## src/hcbp_pkg.sv

```systemverilog
// ============================================================================
// hcbp_pkg
// shared widths, function codes and control structs of the code bit packer
// ============================================================================
`default_nettype none

package hcbp_pkg;

    // field widths
    localparam int FUNC_W   = 2;
    localparam int SYM_W    = 8;
    localparam int CODE_W   = 32;
    localparam int LEN_W    = 6;
    localparam int BYTE_W   = 8;
    localparam int PAD_W    = 3;
    localparam int LEFT_W   = 3;
    localparam int WIN_W    = BYTE_W + CODE_W;

    // table depth default and longest code kept in the table
    localparam int SYMBOL_COUNT_DEF = 256;
    localparam int MAX_CODE_LEN     = 32;
    localparam int CAP_INT          = (MAX_CODE_LEN < CODE_W) ? MAX_CODE_LEN : CODE_W;
    localparam logic [LEN_W-1:0] LEN_CAP = LEN_W'(CAP_INT);

    // function codes
    localparam logic [FUNC_W-1:0] FUNC_LOAD   = 2'd0;
    localparam logic [FUNC_W-1:0] FUNC_ENCODE = 2'd1;
    localparam logic [FUNC_W-1:0] FUNC_FLUSH  = 2'd2;

    // status codes
    localparam logic STATUS_OK      = 1'b0;
    localparam logic STATUS_NO_CODE = 1'b1;

    // packer commands
    typedef struct packed {
        logic merge;
        logic shift;
        logic clear;
    } t_pack_ctrl;

    // packer status
    typedef struct packed {
        logic [BYTE_W-1:0] head;
        logic [PAD_W-1:0]  pend;
        logic [LEFT_W-1:0] left;
    } t_pack_stat;

endpackage

`default_nettype wire

```

## src/hcbp_packer.sv

```systemverilog
// ============================================================================
// hcbp_packer
// msb-first bit window: clears, merges a code behind pending bits, pops whole bytes
// ============================================================================
`default_nettype none

module hcbp_packer (
    input  wire logic                         i_clk,
    input  wire logic                         i_rst_n,
    input  wire hcbp_pkg::t_pack_ctrl         i_ctrl,
    input  wire logic [hcbp_pkg::CODE_W-1:0]  i_code,
    input  wire logic [hcbp_pkg::LEN_W-1:0]   i_len,
    output hcbp_pkg::t_pack_stat              o_stat
);
    import hcbp_pkg::*;

    logic [WIN_W-1:0]  r_win;
    logic [PAD_W-1:0]  r_pend;
    logic [LEFT_W-1:0] r_left;
    logic [WIN_W-1:0]  n_win;
    logic [PAD_W-1:0]  n_pend;
    logic [LEFT_W-1:0] n_left;

    logic [CODE_W-1:0] w_aligned;
    logic [WIN_W-1:0]  w_merged;
    logic [LEN_W-1:0]  w_total;

    // left-justify the code so its first bit sits at the top
    assign w_aligned = i_code << (LEN_W'(CODE_W) - i_len);
    assign w_merged  = {r_win[WIN_W-1:CODE_W], CODE_W'(0)}
                     | ({w_aligned, BYTE_W'(0)} >> r_pend);
    assign w_total   = LEN_W'(r_pend) + i_len;

    always_comb begin
        n_win  = r_win;
        n_pend = r_pend;
        n_left = r_left;
        if (i_ctrl.clear) begin
            n_win  = '0;
            n_pend = '0;
        end else if (i_ctrl.merge) begin
            n_win  = w_merged;
            n_left = w_total[LEN_W-1:PAD_W];
            n_pend = w_total[PAD_W-1:0];
        end else if (i_ctrl.shift) begin
            n_win  = r_win << BYTE_W;
            n_left = r_left - LEFT_W'(1);
        end
    end

    always_ff @(posedge i_clk) begin
        if (!i_rst_n) begin
            r_win  <= '0;
            r_pend <= '0;
            r_left <= '0;
        end else begin
            r_win  <= n_win;
            r_pend <= n_pend;
            r_left <= n_left;
        end
    end

    assign o_stat.head = r_win[WIN_W-1:CODE_W];
    assign o_stat.pend = r_pend;
    assign o_stat.left = r_left;

`ifndef SYNTHESIS
    // once all bytes are out, only the partial byte may hold bits
    a_tail_clear: assert property (@(posedge i_clk) disable iff (!i_rst_n)
        (r_left == '0) |-> (r_win[CODE_W-1:0] == '0))
        else $error("stale bits below the partial byte");

    a_no_pop_empty: assert property (@(posedge i_clk) disable iff (!i_rst_n)
        (i_ctrl.shift && !i_ctrl.merge && !i_ctrl.clear) |-> (r_left != '0))
        else $error("byte popped with none complete");
`endif

endmodule

`default_nettype wire

```

## config.mk

```make
export PLATFORM = sky130hd
export DESIGN_NAME = hcbp_packer
export DESIGN_NICKNAME = d
export VERILOG_FILES = /design/src/hcbp_pkg.sv /design/src/hcbp_packer.sv
export SDC_FILE = /design/constraint.sdc
export NUM_CORES = 1
export LEC_CHECK = 0
export ABC_CLOCK_PERIOD_IN_PS = 3230
export BUFFER_PORTS_ARGS = -buffer_cell sky130_fd_sc_hd__clkbuf_2
export CAP_MARGIN = 20
export CORE_MARGIN = 2
export CORE_UTILIZATION = 50
export CTS_BUF_LIST = sky130_fd_sc_hd__clkbuf_16
export DETAILED_ROUTE_END_ITERATION = 16
export GPL_TIMING_DRIVEN = 0
export HOLD_SLACK_MARGIN = 0.08
export PLACE_DENSITY = 0.69
export SLEW_MARGIN = 20
export SYNTH_ARGS = -nofsm -noshare
export SYNTH_HDL_FRONTEND = slang
export SYNTH_SLANG_ARGS = --single-unit
export TNS_END_PERCENT = 100
```

## constraint.sdc

```tcl
create_clock -name i_clk -period 3.23 [get_ports i_clk]
set_input_delay 0.1615 -clock i_clk [delete_from_list [all_inputs] [get_ports i_clk]]
set_output_delay 0.1615 -clock i_clk [all_outputs]
set_load 0.02 [all_outputs]
```

# ---- Word-level counts from Yosys, hierarchy flattened
# Cells that the tools add are included.
dict set report word_totals {
  register_bits 46
  in_bits 43
  out_inout_bits 14
  elab_cells 18
}
dict set report op_classes {
  add_sub_neg 3
  shift 2
  muxes 4
  bitwise 3
  reduce_logical 3
}
# op count
set op_table {}
lappend op_table {{$mux 40} 2}
lappend op_table {{$or 40x40->40} 1}
lappend op_table {{$shr 40x3->40} 1}
lappend op_table {{$shl 32x6->32} 1}
lappend op_table {{$add 3x6->6} 1}
lappend op_table {{$mux 3} 2}
lappend op_table {{$sub 6x6->6 const A} 1}
lappend op_table {{$sub 3x1->3 const B} 1}
lappend op_table {{$not 1->1} 2}
lappend op_table {{$reduce_and 2->1} 1}
lappend op_table {{$reduce_bool 2->1} 1}
lappend op_table {{$reduce_or 2->1} 1}

# ---- Logic depth before layout (Yosys ltp)
dict set report logic_depth {
  depth_word 5
  mapped_depth 15
  ltp_nobuf 9
}

# ---- Worst setup path after synthesis
# Ideal clock, no wire load.
dict set report synth_path {
  path_type {input port to flip-flop}
  start {input i_len[0] in the netlist's numbering}
  end {register r_win[15]}
  setup_time_ns 0.122
  arrival_ns 2.994
  t_required_ns 3.108
  setup_slack_ns 0.114
  cell_stages 13
  path_buffers 5
  path_cell_list {buf_6 -> inv_2 -> buf_2 -> ha_1 -> buf_6 -> buf_12 -> buf_4 -> mux4_2 -> mux4_2 -> mux4_2 -> nand2_1 -> nor2_1 -> a221o_1}
}
dict set report synth_between {
  elab_chain_cells 5
}
# element line_no
set synth_rtl {}
lappend synth_rtl {{from (decl)} hcbp_packer.sv:12} ;# input wire logic [hcbp_pkg::LEN_W-1:0] i_len,
lappend synth_rtl {{$sub 6x6->6} hcbp_packer.sv:29} ;# assign w_aligned = i_code << (LEN_W'(CODE_W) - i_len);
lappend synth_rtl {{$shl 32x6->32} hcbp_packer.sv:29}
lappend synth_rtl {{$shr 40x3->40} hcbp_packer.sv:31} ;# | ({w_aligned, BYTE_W'(0)} >> r_pend);
lappend synth_rtl {{$or 40x40->40} hcbp_packer.sv:31}
lappend synth_rtl {{$mux 40} hcbp_packer.sv:41} ;# end else if (i_ctrl.merge) begin
lappend synth_rtl {{to (signal assigned)} hcbp_packer.sv:57} ;# r_win <= n_win;
lappend synth_rtl {{to (decl)} hcbp_packer.sv:17} ;# logic [WIN_W-1:0] r_win;
# Every way passes these cells.
# A chain may end at the register's enable or synchronous reset.

# ---- Final worst setup path
dict set report layout_path {
  start {input i_len[0] in the netlist's numbering}
  end {register r_win[34]}
}
# The elaborated chain is that of the path after synthesis.

==> out/qor.txt <==
syn nets: 689
CP most frequent cell: buf_6
Slew @ Worst Pin: 759 ps
slowest CP cell: a221oi_2
FF+latch count, synth: 45
n_diodes: 0
core area: 11300 um2
I/O Pins: 57
FILL cells: 1018
# port buffers: 55
GRT Util Overall: 0.337
initial antenna violation count: 0
Worst path top cell family by delay: compound AO/OA/AOI/OAI gates
Num CTS Buffers: 5
RePlAce Congestion: 0.943
endpoints failing setup: 0
startpoint types: input port
Leakage: 0.00254 uW
vias in the first global route: 5934
Mapped Avg Cell Area: 9.01 um2
WHS: 131 ps
hold_sp: i_rst_n
Synth cell types: 78
EDFF count, synth: 0
critical path, cell by cell: clkbuf_4 > buf_12 > inv_4 > buf_8 > ha_1 > buf_6 > buf_4 > buf_6 > mux4_2 > mux2i_1 > o221ai_1 > a221oi_2 > a311oi_2 > o21ai_0 > a41oi_1
CTS tree: built
main area contributors after synthesis: mux4_2 (18%), dfxtp_1 (16%), mux2_2 (8.2%)
status: complete, no violations
drt first pass iters: 5
Post-DRT Antenna Nets: 0
H-tree levels: 2
crit path launch: i_len[0]
drt via density: 7.09
gr ovfl total: 0
Mapped Cells: 640
Hold-fix buffers, CTS: 0
clk slew on worst S/H paths: 60 ps
CP max stage delay: 390 ps
Nets: 764
clk sink count: 45
peak supply drop: 409 uV
top cells by count, synth: dfxtp_1 (45), mux4_2 (45), mux2i_1 (44), nor2_1 (44), mux2_2 (42)
Hold Vio Cnt, Final: 0
Clock Skews: 2.49 ps
crit path DAT: 3290 ps
minimum clock period after layout: 3150 ps
share of cells above drive strength 1: 0.345
maximum clock path buffer count: 2
Top FF cell, synth: dfxtp_1
period utilization: 0.975
layout overhead on the synthesized area: 15.8%
DR vias: 6092
Critical Path End Type: flop
origin of the critical flop-to-flop path: r_pend[1]$_SDFFE_PP0P_
first-pass GRT wire length: 33200 um
worst rel slew slack: 0.491
RSZ-0062 raised after global routing: no
largest net degree at the start of global routing: 13
routed len/inst: 24.6 um
Seq/Total Area, Yosys: 0.156
initial core utilization: 0.509
DP Cell Count: 838
Max-Cap Viols: 0
clock root buffer: clkbuf_16
hpwl dp: 16400 um
ys async rst share: 0
Crit Path Class: in -> reg
final slew viol count: 0
crit path max fanout: 10
post-synth top area cell: mux4_2
share of the synthesized area in the top cell type: 0.176
Final Non-Filler Cells: 859
pwr/cell area: 327 nW/um2
residual DRC count: 0
die area: 12400 um2
die height: 111 um
Buf/Inv on CP: 7
Die X: 111 um
CP required: 3370 ps
worst hold path type: in -> reg
FP Rows: 39
1st-iter DRT viols: 551
Worst-Skew Late Latency: 290 ps
synth warn: 0
Syn Std Cell Area: 5770 um2
f_max: 318 MHz
Post-Route WL: 21100 um
==> per-stage QoR <==
stage                     setup WS, ps  area (um2)  total power, uW  TNS (ps)   util
final                             81.0        6680             2180         0  0.590
after floorplan                    114        5770             1290         0      -
after CTS                         6.32        6570             2120         0  0.580
after global placement            -724        6220             1560    -18310  0.549
after detailed placement          -783        6220             1570    -19000  0.549
after global routing              4.25        6680             2260         0  0.590
==> cell usage in the layout (no fill, tap or decap), types with 6 or more instances in the layout <==
cell type	count
a211oi_1	10
a21oi_1	30
a31oi_1	8
and2_1	6
buf_2	12
buf_4	26
buf_6	10
clkbuf_1	26
clkbuf_2	54
dfxtp_1	45
inv_1	17
mux2_2	40
mux2i_1	37
mux4_2	46
nand2_1	36
nand3_1	19
nand4_1	7
nor2_1	44
nor3_1	16
nor4_1	6
o211ai_1	12
o21ai_0	28
o221ai_1	11
o22ai_1	6
==> sequential cells by signal, indices dropped and copies added (netlist names) <==
signal and flops:
r_left 3, r_pend 3, r_win 39
==> final cells by class <==
cell class              instances  area [um2]  area share
inverters                      17        66.3     0.00993
clock buffers                   5         125      0.0187
repair buffers                 68         375      0.0562
plain buffers                  69         469      0.0703
clock inverters                 3        11.3     0.00169
well taps                     143         179      0.0268
multi-input cells             509        4550       0.681
flip-flops and latches         45         901       0.135
==> cells by family after synthesis <==
family,after synthesis,synth area share
buffers and inverters,86,0.0831
and+or+nand+nor,170,0.152
xor gates and xnor gates,6,0.0104
DFF,45,0.156
muxes,132,0.339
AOI/OAI and AO/OA,195,0.245
adders and majority gates,6,0.0143
==> routing by layer <==
| metal | share of wire | global-route usage | vias up |
|---|---|---|---|
| met1 | 0.40 | 0.418 | 2945 |
| met3 | 0.073 | 0.0523 | 77 |
| met2 | 0.48 | 0.575 | 369 |
| met4 | 0.050 | 0.165 | 0 |
| met5 | 0 | 0 | - |
| li1 | - | - | 2701 |
==> report_power, final <==
group	internal (uW)	switching, uW	total [uW]
clock network	279	214	492
logic	485	618	1100
registers	573	14.7	588
==> what timing repair did <==
item | in CTS | in global routing
endpoints found under the setup margin | 35 | 28
endpoints found under the hold margin | 0 | 0
pin swaps | 4 | 1
setup buffers | 9 | 4
gates resized for setup | 29 | 24
==> final timing paths <==
path,end,slack (ps),depth (start not counted)
max,r_win[34]$_SDFFE_PP0N_,80,15
min,r_left[0]$_SDFFE_PN0P_,130,2
max reg2reg,r_left[1]$_SDFFE_PN0P_,340,10
min reg2reg,r_win[6]$_SDFFE_PP0N_,470,2
(Power assumes the default switching activity.)
